<file path="src/sv/psq_pkg.sv">
// Package for the positional sequence store: beat structs, command and
// status codes, sequencer states and sizing constants.
// No dependencies.
package psq_pkg;

	localparam int CAPACITY = 16;
	localparam int IDX_W    = $clog2(CAPACITY);
	localparam int CNT_W    = 5;
	localparam int POS_W    = 5;
	localparam int CMD_W    = 3;
	localparam int WORD_W   = 32;

	localparam logic [CMD_W-1:0] CMD_PUSH_FRONT = 3'd0;
	localparam logic [CMD_W-1:0] CMD_PUSH_BACK  = 3'd1;
	localparam logic [CMD_W-1:0] CMD_INSERT_AT  = 3'd2;
	localparam logic [CMD_W-1:0] CMD_POP_FRONT  = 3'd3;
	localparam logic [CMD_W-1:0] CMD_REMOVE_AT  = 3'd4;
	localparam logic [CMD_W-1:0] CMD_READ_AT    = 3'd5;
	localparam logic [CMD_W-1:0] CMD_CLEAR      = 3'd6;

	localparam logic [1:0] ST_OK    = 2'd0;
	localparam logic [1:0] ST_EMPTY = 2'd1;
	localparam logic [1:0] ST_RANGE = 2'd2;
	localparam logic [1:0] ST_FULL  = 2'd3;

	typedef struct packed {
		logic [CMD_W-1:0]         command;
		logic [POS_W-1:0]         position;
		logic signed [WORD_W-1:0] value_in;
	} req_t;

	typedef struct packed {
		logic signed [WORD_W-1:0] value_out;
		logic [1:0]               status;
		logic [CNT_W-1:0]         element_count;
	} rsp_t;

	typedef enum logic [2:0] {
		S_IDLE,
		S_RD,
		S_WR,
		S_PUT,
		S_DONE
	} state_t;

	typedef enum logic [1:0] {
		OP_INS,
		OP_DEL,
		OP_READ
	} op_t;

endpackage

</file>
<file path="src/sv/psq_ram.sv">
// Generic one-write, one-read memory with registered read data.
// No dependencies.
module psq_ram #(
	parameter int DEPTH = 16,
	parameter int WIDTH = 32
) (
	input  logic                     clk,
	input  logic                     we,
	input  logic [$clog2(DEPTH)-1:0] waddr,
	input  logic [WIDTH-1:0]         wdata,
	input  logic [$clog2(DEPTH)-1:0] raddr,
	output logic [WIDTH-1:0]         rdata
);

	logic [WIDTH-1:0] mem [DEPTH];

	always_ff @(posedge clk) begin
		if (we) begin
			mem[waddr] <= wdata;
		end
	end

	always_ff @(posedge clk) begin
		rdata <= mem[raddr];
	end

endmodule

</file>
<file path="src/sv/positional_sequence_store_unit.sv">
// Positional sequence store: top level with command sequencer and cell memory.
// Depends on psq_pkg and psq_ram.
//
// A command is taken when start is high and busy is low; busy then stays high
// until its result has been shown. The result appears on result for exactly one
// cycle with done high and must be taken then: the block does not wait. A
// command that reads and writes no cell goes from accept straight to done; a
// read passes through a read and a write state; an insert or remove shifts
// the later elements one at a time, since the cells sit in a single-port-write
// memory and each moves by one read and one write through the shared pointer
// unit. The next command can be accepted in the cycle after done.
module positional_sequence_store_unit (
	input  logic          clk,
	input  logic          arst_n,
	input  logic          start,
	output logic          busy,
	input  psq_pkg::req_t request,
	output logic          done,
	output psq_pkg::rsp_t result
);

	psq_pkg::state_t state_q, state_d;
	psq_pkg::op_t    op_q, op_d;

	logic [psq_pkg::CNT_W-1:0]  count_q, cnt_d;
	logic [psq_pkg::IDX_W-1:0]  p_q, p_d;
	logic [psq_pkg::IDX_W-1:0]  stop_q, stop_d;
	logic [psq_pkg::IDX_W-1:0]  put_q, put_d;
	logic [psq_pkg::WORD_W-1:0] word_q;
	logic [psq_pkg::WORD_W-1:0] value_q;
	logic [1:0]                 status_q, st_d;
	psq_pkg::state_t            go_d;

	logic                       accept;
	logic [psq_pkg::CNT_W-1:0]  n, n1, pm1, idx5;
	logic                       full;

	logic                       ram_we;
	logic [psq_pkg::IDX_W-1:0]  ram_waddr, ram_raddr;
	logic [psq_pkg::WORD_W-1:0] ram_wdata, ram_rdata;
	logic                       last;

	assign accept = start && !busy;
	assign n      = count_q;
	assign n1     = count_q + 5'd1;
	assign pm1    = request.position - 5'd1;
	assign full   = count_q >= psq_pkg::CNT_W'(psq_pkg::CAPACITY);
	assign last   = (p_q == stop_q);

	// command decode and checks
	always_comb begin
		st_d   = psq_pkg::ST_OK;
		cnt_d  = n;
		go_d   = psq_pkg::S_DONE;
		op_d   = psq_pkg::OP_INS;
		p_d    = '0;
		stop_d = '0;
		put_d  = '0;
		idx5   = '0;
		case (request.command)
			psq_pkg::CMD_PUSH_FRONT, psq_pkg::CMD_PUSH_BACK, psq_pkg::CMD_INSERT_AT: begin
				if (request.command == psq_pkg::CMD_PUSH_FRONT) begin
					idx5 = '0;
				end else if (request.command == psq_pkg::CMD_PUSH_BACK) begin
					idx5 = n;
				end else begin
					idx5 = pm1;
				end
				if (request.command == psq_pkg::CMD_INSERT_AT &&
				    (request.position == '0 || request.position > n1)) begin
					st_d = psq_pkg::ST_RANGE;
				end else if (full) begin
					st_d = psq_pkg::ST_FULL;
				end else begin
					cnt_d  = n1;
					op_d   = psq_pkg::OP_INS;
					put_d  = idx5[psq_pkg::IDX_W-1:0];
					stop_d = idx5[psq_pkg::IDX_W-1:0];
					p_d    = pm1[psq_pkg::IDX_W-1:0];
					p_d    = psq_pkg::IDX_W'(n - 5'd1);
					go_d   = (idx5 < n) ? psq_pkg::S_RD : psq_pkg::S_PUT;
				end
			end
			psq_pkg::CMD_POP_FRONT, psq_pkg::CMD_REMOVE_AT: begin
				idx5 = (request.command == psq_pkg::CMD_POP_FRONT) ? '0 : pm1;
				if (n == '0) begin
					st_d = psq_pkg::ST_EMPTY;
				end else if (request.command == psq_pkg::CMD_REMOVE_AT &&
				             (request.position == '0 || request.position > n)) begin
					st_d = psq_pkg::ST_RANGE;
				end else begin
					cnt_d  = n - 5'd1;
					op_d   = psq_pkg::OP_DEL;
					p_d    = idx5[psq_pkg::IDX_W-1:0];
					stop_d = psq_pkg::IDX_W'(n - 5'd2);
					go_d   = (idx5 + 5'd1 < n) ? psq_pkg::S_RD : psq_pkg::S_DONE;
				end
			end
			psq_pkg::CMD_READ_AT: begin
				if (request.position == '0 || request.position == n1) begin
					st_d = psq_pkg::ST_RANGE;
				end else if (n == '0) begin
					st_d = psq_pkg::ST_EMPTY;
				end else if (request.position > n) begin
					st_d = psq_pkg::ST_RANGE;
				end else begin
					op_d = psq_pkg::OP_READ;
					p_d  = pm1[psq_pkg::IDX_W-1:0];
					go_d = psq_pkg::S_RD;
				end
			end
			psq_pkg::CMD_CLEAR: begin
				cnt_d = '0;
			end
			default: begin
				st_d = psq_pkg::ST_OK;
			end
		endcase
	end

	// next state
	always_comb begin
		state_d = state_q;
		case (state_q)
			psq_pkg::S_IDLE: begin
				if (start) begin
					state_d = go_d;
				end
			end
			psq_pkg::S_RD: begin
				state_d = psq_pkg::S_WR;
			end
			psq_pkg::S_WR: begin
				if (op_q == psq_pkg::OP_READ) begin
					state_d = psq_pkg::S_DONE;
				end else if (!last) begin
					state_d = psq_pkg::S_RD;
				end else if (op_q == psq_pkg::OP_INS) begin
					state_d = psq_pkg::S_PUT;
				end else begin
					state_d = psq_pkg::S_DONE;
				end
			end
			psq_pkg::S_PUT: begin
				state_d = psq_pkg::S_DONE;
			end
			psq_pkg::S_DONE: begin
				state_d = psq_pkg::S_IDLE;
			end
			default: begin
				state_d = psq_pkg::S_IDLE;
			end
		endcase
	end

	// outputs and memory controls
	always_comb begin
		busy      = 1'b1;
		done      = 1'b0;
		ram_we    = 1'b0;
		ram_waddr = p_q;
		ram_wdata = ram_rdata;
		ram_raddr = (op_q == psq_pkg::OP_DEL) ? p_q + 1'b1 : p_q;
		case (state_q)
			psq_pkg::S_IDLE: begin
				busy = 1'b0;
			end
			psq_pkg::S_RD: begin
				ram_we = 1'b0;
			end
			psq_pkg::S_WR: begin
				ram_we    = (op_q != psq_pkg::OP_READ);
				ram_waddr = (op_q == psq_pkg::OP_INS) ? p_q + 1'b1 : p_q;
			end
			psq_pkg::S_PUT: begin
				ram_we    = 1'b1;
				ram_waddr = put_q;
				ram_wdata = word_q;
			end
			psq_pkg::S_DONE: begin
				done = 1'b1;
			end
			default: begin
				busy = 1'b1;
			end
		endcase
	end

	always_ff @(posedge clk or negedge arst_n) begin
		if (!arst_n) begin
			state_q <= psq_pkg::S_IDLE;
			count_q <= '0;
		end else begin
			state_q <= state_d;
			if (accept) begin
				count_q <= cnt_d;
			end
		end
	end

	always_ff @(posedge clk) begin
		if (accept) begin
			op_q     <= op_d;
			p_q      <= p_d;
			stop_q   <= stop_d;
			put_q    <= put_d;
			word_q   <= request.value_in;
			status_q <= st_d;
			value_q  <= '0;
		end else if (state_q == psq_pkg::S_WR) begin
			if (op_q == psq_pkg::OP_READ) begin
				value_q <= ram_rdata;
			end else if (op_q == psq_pkg::OP_INS) begin
				p_q <= p_q - 1'b1;
			end else begin
				p_q <= p_q + 1'b1;
			end
		end
	end

	psq_ram #(
		.DEPTH (psq_pkg::CAPACITY),
		.WIDTH (psq_pkg::WORD_W)
	) u_cells (
		.clk   (clk),
		.we    (ram_we),
		.waddr (ram_waddr),
		.wdata (ram_wdata),
		.raddr (ram_raddr),
		.rdata (ram_rdata)
	);

	assign result.value_out     = value_q;
	assign result.status        = status_q;
	assign result.element_count = count_q;

	a_accept_busy: assert property (@(posedge clk) disable iff (!arst_n)
		accept |=> busy)
		else $error("busy not raised after accepted beat");

	a_done_single: assert property (@(posedge clk) disable iff (!arst_n)
		done |=> !done && !busy)
		else $error("result strobe longer than one cycle");

	a_count_bound: assert property (@(posedge clk) disable iff (!arst_n)
		done |-> result.element_count <= psq_pkg::CNT_W'(psq_pkg::CAPACITY))
		else $error("element count above capacity");

	a_value_zero: assert property (@(posedge clk) disable iff (!arst_n)
		done && result.status != psq_pkg::ST_OK |-> result.value_out == '0)
		else $error("value on failed command");

endmodule

</file>
<file path="config.mk">
export PLATFORM = sky130hd
export DESIGN_NAME = positional_sequence_store_unit
export DESIGN_NICKNAME = d
export VERILOG_FILES = /design/src/sv/psq_pkg.sv /design/src/sv/psq_ram.sv /design/src/sv/positional_sequence_store_unit.sv
export SDC_FILE = /design/constraint.sdc
export NUM_CORES = 1
export LEC_CHECK = 0
export ABC_AREA = 1
export BUFFER_PORTS_ARGS = -buffer_cell sky130_fd_sc_hd__buf_2
export CAP_MARGIN = 30
export CORE_MARGIN = 2
export CORE_UTILIZATION = 35
export DETAILED_ROUTE_END_ITERATION = 6
export GPL_ROUTABILITY_DRIVEN = 0
export PLACE_DENSITY_LB_ADDON = 0.2
export RECOVER_POWER = 100
export SYNTH_ARGS = -nofsm -noshare
export SYNTH_HDL_FRONTEND = slang
export SYNTH_SLANG_ARGS = --single-unit
</file>
<file path="constraint.sdc">
create_clock -name clk -period 4.35 [get_ports clk]
set_input_delay 0.6525 -clock clk [delete_from_list [all_inputs] [get_ports clk]]
set_output_delay 0.6525 -clock clk [all_outputs]
set_load 0.01 [all_outputs]
</file>
==> results of run 1 <==
kinds of logic (layout without fill, tap and decap cells):
family	count (synthesis)	in the layout
AOI/OAI and AO/OA	534	534
xor gates and xnor gates	19	19
adders and majority gates	29	29
buffers and inverters	190	324
DFF	632	632
and+or+nand+nor	639	639
cells in the final DEF (no fill, tap or decap), types with 2 or more instances in the layout:
cell,instances
dfrtp_1,8
clkbuf_2,6
a21oi_1,17
clkbuf_1,69
o21ai_1,13
dfxtp_1,64
clkinv_2,6
nand3_1,25
o221ai_1,66
clkbuf_16,74
buf_12,10
edfxtp_1,560
xnor2_1,7
inv_1,64
clkinv_1,18
o22ai_1,70
inv_6,3
nor2_4,17
ha_1,29
o211ai_1,67
nor3_1,6
nor2_1,359
buf_4,23
o21ai_0,294
buf_2,38
nand4_1,3
bufinv_16,3
xor2_1,12
nand2_1,223
nand2_2,2
clkbuf_8,6
stage by stage:
| stage | cell area (µm²) | hold WS [ps] | total power (W) | util [%] | cells |
|---|---|---|---|---|---|
| floorplan | 25400 | 357 | 0.0133 | - | 2043 |
| global placement | 27000 | 469 | 0.0157 | 37.7 | 2997 |
| detailed placement | 27000 | 472 | 0.0158 | 37.7 | 2997 |
| CTS | 29200 | 169 | 0.0215 | 40.8 | 3127 |
| global route | 29100 | 179 | 0.0225 | 40.6 | 3127 |
| finish | 29100 | 205 | 0.0213 | 40.6 | 3127 |
layout make-up:
class	instances	area (µm²)	area share (%)
clock buffer	100	2010	6.91
clock inverter	29	221	0.761
timing repair buffer	127	787	2.70
multi-input combinational	1221	6330	21.8
inverter	68	263	0.903
tap	950	1190	4.08
sequential	632	18300	62.9
worst max-delay path: cells and delay by family, from the launching register on:
kind                   cells  cell delay, ps
buffers and inverters      3            1140
AO/OA/AOI/OAI              1             470
flip-flops                 1             390
AND/OR/NAND/NOR            4            1240
report_power, final:
group	switching (W)	leakage (nW)	internal [W]
sequential	0.000326	5.69	0.00804
combinational	0.00525	3.16	0.00193
clock	0.00235	1.09	0.00339
total	0.00792	9.94	0.0134
registers in the layout, indices dropped and copies added (netlist names):
signal / flops
p_q: 4
u_cells.mem: 512
value_q: 32
stop_q: 4
state_q: 3
put_q: 4
count_q: 5
u_cells.rdata: 32
word_q: 32
status_q: 2
op_q: 2
final timing paths:
check	endpoint	slack, ps	depth (start not counted)
setup / recovery	u_cells.mem[4][23]	710	8
hold / removal	word_q[2]	210	1
setup reg to reg	u_cells.mem[4][23]	710	8
hold reg to reg	value_q[13]	490	2
max in group asynchronous	state_q[0]	3500	2
min in group asynchronous	count_q[3]	520	2
routing by layer:
layer  global-route usage [%]  up-vias  part of all wire, %
li1                         -     7638                    -
met1                     24.6     8246                   46
met2                     29.1      414                   47
met3                     3.04      110                  5.1
met4                     5.75        0                  2.6
met5                        0        -                    0
==> insert_results.sql, run 1 <==
INSERT INTO impl_metrics (metric_group, metric, value, unit) VALUES
('power', 'leakagePower', '9.94', 'nW'),
('sta', 'final-max-slew-violation-count', '68', ''),
('synthesis', 'post_synth_instance_area', '25400', 'µm²'),
('synthesis', 'synth_commonest_cells', '560 x edfxtp_1, 372 x nor2_1, 293 x o21ai_0', ''),
('final_layout', 'layout-area-overhead-vs-synth', '14.8', '%'),
('synthesis', 'compound_gate_portion_of_the_synthesized_area', '12.6', '%'),
('die', 'floorplan.die_area', '74600', 'µm²'),
('power', 'power.ir.vdd_worst', '0.000430', 'V'),
('routing', 'route.vias.total', '16408', ''),
('grt', 'gr-total-overflow', '0', ''),
('critical_path', 'critical_path.slowest_cell', 'buf_4', ''),
('sta', 'max_freq', '275', 'MHz'),
('synthesis', 'synth_fp_nets', '2115', ''),
('clock_network', 'cts.clk_slew.worst_paths', '60', 'ps'),
('routing', 'drtIter0Drc', '1363', ''),
('critical_path', 'cp_cell_sequence', 'nor2_1 > inv_1 > nor2_4 > inv_1 > o221ai_1 > nand3_1 > nor2_4 > buf_4', ''),
('clock_network', 'cts.repair_timing.setup_buffer_count', '0', ''),
('synthesis', 'synth_seq_cells', '632', ''),
('final_layout', 'fin_nets', '2192', ''),
('synthesis', 'synthMostInstantiatedCell', 'edfxtp_1', ''),
('routing', 'ant_nets', '0', ''),
('final_layout', 'num_antenna_cells', '0', ''),
('synthesis', 'netlist_instances', '2043', ''),
('clock_network', 'htree_levels', '3', ''),
('grt', 'globalRouteTotalUtil', '18.0', '%'),
('place', 'dp.final_hpwl', '37600', 'µm'),
('routing', 'finalWirelength', '67100', 'µm'),
('sta', 'final.period_utilization', '83.7', '%'),
('die', 'core.rowCount', '98', ''),
('sta', 'final_period_minus_worst_setup_slack', '3640', 'ps'),
('synthesis', 'yosysTopAreaCellShare', '66.3', '%'),
('place', 'port_buffers', '83', ''),
('synthesis', 'synthXorXnorAreaFrac', '0.656', '%'),
('grt', 'grt_max_degree', '115', ''),
('sta', 'clock-skew-final', '29.6', 'ps'),
('clock_network', 'tritoncts.num_buffers', '70', ''),
('synthesis', 'synth.lib_cells_used.distinct', '37', ''),
('synthesis', 'largest_family_of_logic_cells_by_synthesized_area', 'compound AO/OA/AOI/OAI gates', ''),
('sta', 'timing.final.hold_violations', '0', ''),
('hold_path', 'min-delay-path-class', 'in2reg', ''),
('die', 'fp.coreArea', '71600', 'µm²'),
('hold_path', 'hp-start', 'request[2]', ''),
('flow_run', 'maxCapViolCount', '2', ''),
('grt', 'first_global_vias', '16298', ''),
('critical_path', 'cp_max_fo', '25', ''),
('run_status', 'run_status', 'finished, violations left', ''),
('sta', 'worst_slew_pin_slew', '1720', 'ps'),
('routing', 'drt_first_pass_iters', '5', ''),
('critical_path', 'critical_path_required', '4590', 'ps'),
('routing', 'wl_per_cell', '21.5', 'µm'),
('die', 'top_level_ports', '84', ''),
('synthesis', 'post_synth_top_area_cell', 'edfxtp_1', ''),
('die', 'fp.dieH', '273', 'µm'),
('synthesis', 'seq_area_frac_synth', '72.2', '%'),
('sta', 'unrepaired_setup_endpoints_after_global_routing', 'false', ''),
('synthesis', 'synth-warning-count', '0', ''),
('synthesis', 'syn_area_per_cell', '12.4', 'µm²'),
('clock_network', 'clock_tree.root_cell', 'clkbuf_16', ''),
('clock_network', 'numClockSinks', '632', ''),
('synthesis', 'yosys.area_share.simple', '9.75', '%'),
('routing', 'drc_errors', '0', ''),
('critical_path', 'worstReg2RegStart', 'state_q[2]', ''),
('clock_network', 'tritoncts_clock_tree', 'yes', ''),
('critical_path', 'crit_start', 'state_q[2]', ''),
('clock_network', 'hold_buffers', '1', ''),
('critical_path', 'timing_worst_setup_path_type', 'reg2reg', ''),
('die', 'start_util', '35.4', '%'),
('run_status', 'violations', 'max-capacitance violations, max-slew violations', ''),
('final_layout', 'layout-drive-gt1-share', '8.96', '%'),
('critical_path', 'endpoint_kind', 'register', ''),
('critical_path', 'startpoint_type', 'register', '');
(Power assumes the default switching activity.)
==> inputs of run 2 (changes only) <==
Clock period 4.35 ns to 3.4 ns, I/O delays scaled along.
==> insert_results.sql, run 2 (synthesized netlist as in run 1, its figures left out) <==
INSERT INTO impl_metrics (metric_group, metric, value, unit) VALUES
('routing', 'ant_nets', '0', ''),
('power', 'post-layout-total-power', '0.0274', 'W'),
('sta', 'fin_tns_setup', '0', 'ps'),
('critical_path', 'critical_path_required', '3710', 'ps'),
('clock_network', 'htree_levels', '3', ''),
('die', 'core.rowCount', '98', ''),
('critical_path', 'r2r_setup_slack', '340', 'ps'),
('clock_network', 'worst_skew_pair.late_latency', '620', 'ps'),
('clock_network', 'cts.clk_slew.worst_paths', '60', 'ps'),
('routing', 'drc_errors', '0', ''),
('hold_path', 'min-delay-path-class', 'in2reg', ''),
('power', 'leakagePower', '10.1', 'nW'),
('place', 'dpl_worst_slack', '470', 'ps'),
('routing', 'drt_first_pass_iters', '5', ''),
('sta', 'max_freq', '327', 'MHz'),
('routing', 'finalWirelength', '67300', 'µm'),
('sta', 'final-max-slew-violation-count', '0', ''),
('final_layout', 'layout-area-overhead-vs-synth', '15.3', '%'),
('critical_path', 'crit_start', 'op_q[0]', ''),
('hold_path', 'worst_hold_path.endpoint', 'word_q[13]', ''),
('run_status', 'run_status', 'finished, final reports clean', ''),
('die', 'fp.dieH', '273', 'µm'),
('grt', 'grt_antenna_before_repair', '0', ''),
('place', 'dpl_cell_area', '27200', 'µm²'),
('routing', 'wl_per_cell', '21.3', 'µm'),
('grt', 'globalRouteTotalUtil', '18.1', '%'),
('grt', 'grt_first_pass_wirelength', '102000', 'µm'),
('critical_path', 'startpoint_type', 'register', ''),
('place', 'dp.final_hpwl', '37300', 'µm'),
('clock_network', 'tritoncts.num_buffers', '71', ''),
('final_layout', 'layout_common_cells', '560 x edfxtp_1, 367 x nor2_1, 294 x o21ai_0, 224 x nand2_1, 77 x clkbuf_1', ''),
('power', 'power.ir.vdd_worst', '0.000484', 'V'),
('clock_network', 'numClockSinks', '632', ''),
('final_layout', 'fin_nets', '2215', ''),
('clock_network', 'cts_buffer_depth', '3', ''),
('final_layout', 'max_reg_flops', '512', ''),
('sta', 'slew_headroom', '23.3', '%'),
('grt', 'first_global_vias', '16301', ''),
('final_layout', 'layout-drive-gt1-share', '9.76', '%'),
('final_layout', 'finalInstanceArea', '29200', 'µm²'),
('sta', 'worst_slew_pin_slew', '1150', 'ps'),
('routing', 'drtIter0Drc', '1538', ''),
('critical_path', 'cp_max_fo', '9', ''),
('sta', 'final_period_minus_worst_setup_slack', '3060', 'ps'),
('sta', 'finalWorstSetupSlack', '342', 'ps'),
('sta', 'timing.final.hold_violations', '0', ''),
('critical_path', 'timing_worst_setup_path_type', 'reg2reg', ''),
('sta', 'unrepaired_setup_endpoints_after_global_routing', 'false', ''),
('place', 'port_buffers', '83', ''),
('critical_path', 'endpoint_kind', 'register', ''),
('die', 'die_w', '273', 'µm'),
('die', 'top_level_ports', '84', ''),
('routing', 'route.vias.total', '16483', ''),
('clock_network', 'clock_tree.root_cell', 'clkbuf_16', ''),
('die', 'floorplan.die_area', '74600', 'µm²'),
('power', 'powerDensity', '937', 'nW/µm²'),
('final_layout', 'regMostFlops', 'u_cells.mem', ''),
('critical_path', 'r2r_end', 'u_cells.mem[9][6]', ''),
('die', 'fp.coreArea', '71600', 'µm²'),
('sta', 'clock-skew-final', '19.1', 'ps'),
('flow_run', 'maxCapViolCount', '0', ''),
('die', 'start_util', '35.4', '%'),
('final_layout', 'layout_commonest_cell', 'edfxtp_1', ''),
('critical_path', 'worstReg2RegStart', 'op_q[0]', ''),
('clock_network', 'cts-resized-gates', '0', ''),
('final_layout', 'num_antenna_cells', '0', ''),
('sta', 'final.period_utilization', '90.0', '%'),
('routing', 'post_drt_via_cell_ratio', '5.23', ''),
('critical_path', 'timing.reg2reg.worst_path_depth', '10', ''),
('grt', 'grt_max_degree', '127', ''),
('grt', 'gr-total-overflow', '0', ''),
('clock_network', 'tritoncts_clock_tree', 'yes', ''),
('hold_path', 'hold_crit_depth', '1', ''),
('sta', 'finalSetupViolCount', '0', ''),
('hold_path', 'hp-start', 'request[13]', ''),
('critical_path', 'critPathArrivalTime', '3370', 'ps');
[run 2: cell types whose count changed in the layout (fill, tap and decap cells not counted), moves of 5 or more]
| cell | delta |
|---|---|
| clkbuf_1 | +8 |
| clkbuf_2 | +8 |
| clkbuf_4 | +6 |
| clkinv_1 | -9 |
| clkinv_2 | +5 |
| nor2_1 | +8 |
| nor2_4 | -10 |
[run 2: worst max-delay path by stage]
stage | endpoint | slack [ps] | depth (start not counted)
floorplan | u_cells.mem[4][0] | 100 | 7
global placement | u_cells.mem[1][12] | 500 | 10
detailed placement | state_q[0] | 470 | 15
CTS | p_q[2] | 450 | 15
global route | u_cells.mem[9][8] | 110 | 9
finish | u_cells.mem[9][6] | 340 | 10
[run 2: power by group]
group	total (W)	leakage, nW	internal, W	switching, W
Sequential	0.0107	5.69	0.0103	0.000376
Combinational	0.00918	3.23	0.00256	0.00662
Clock	0.00756	1.13	0.00448	0.00308
[run 2: worst max-delay path, cell delays in order, from the launching register on]
cell and delay [ps]:
edfxtp_1 460, nor2_2 270, inv_1 160, ha_1 300, a22o_1 120, nor2_1 60, inv_1 70, nand3_1 130
buf_4 190, nor2_2 660, buf_4 330
[run 2: area by class of cell]
cell class / instances / area, µm²
clock buffer: 100 / 1980
clock inverter: 32 / 342
tap: 950 / 1190
inverter: 68 / 262
fill: 6826 / 42400
multi-input combinational: 1221 / 6270
timing repair buffer: 149 / 901
sequential: 632 / 18300
[run 2: timing repair]
item,CTS,global route
setup buffers,0,0
hold endpoints to repair,8,0
hold buffers,1,0
[run 2: stage by stage]
stage,cells,hold WS (ps),util (%)
6_report,3152,61.1,40.8
5_1_grt,3152,27.3,40.8
4_1_cts,3152,25.3,41.3
3_5_place_dp,3019,376,38.0
3_3_place_gp,3019,374,38.0
2_1_floorplan,2043,214,-
[run 2: metal layers]
layer	wire length, µm	GRT usage (%)	up-vias
met1	31100	25.4	8279
li1	-	-	7687
met4	1190	4.63	0
met3	3050	2.97	82
met5	0	0	-
met2	31900	29.3	435
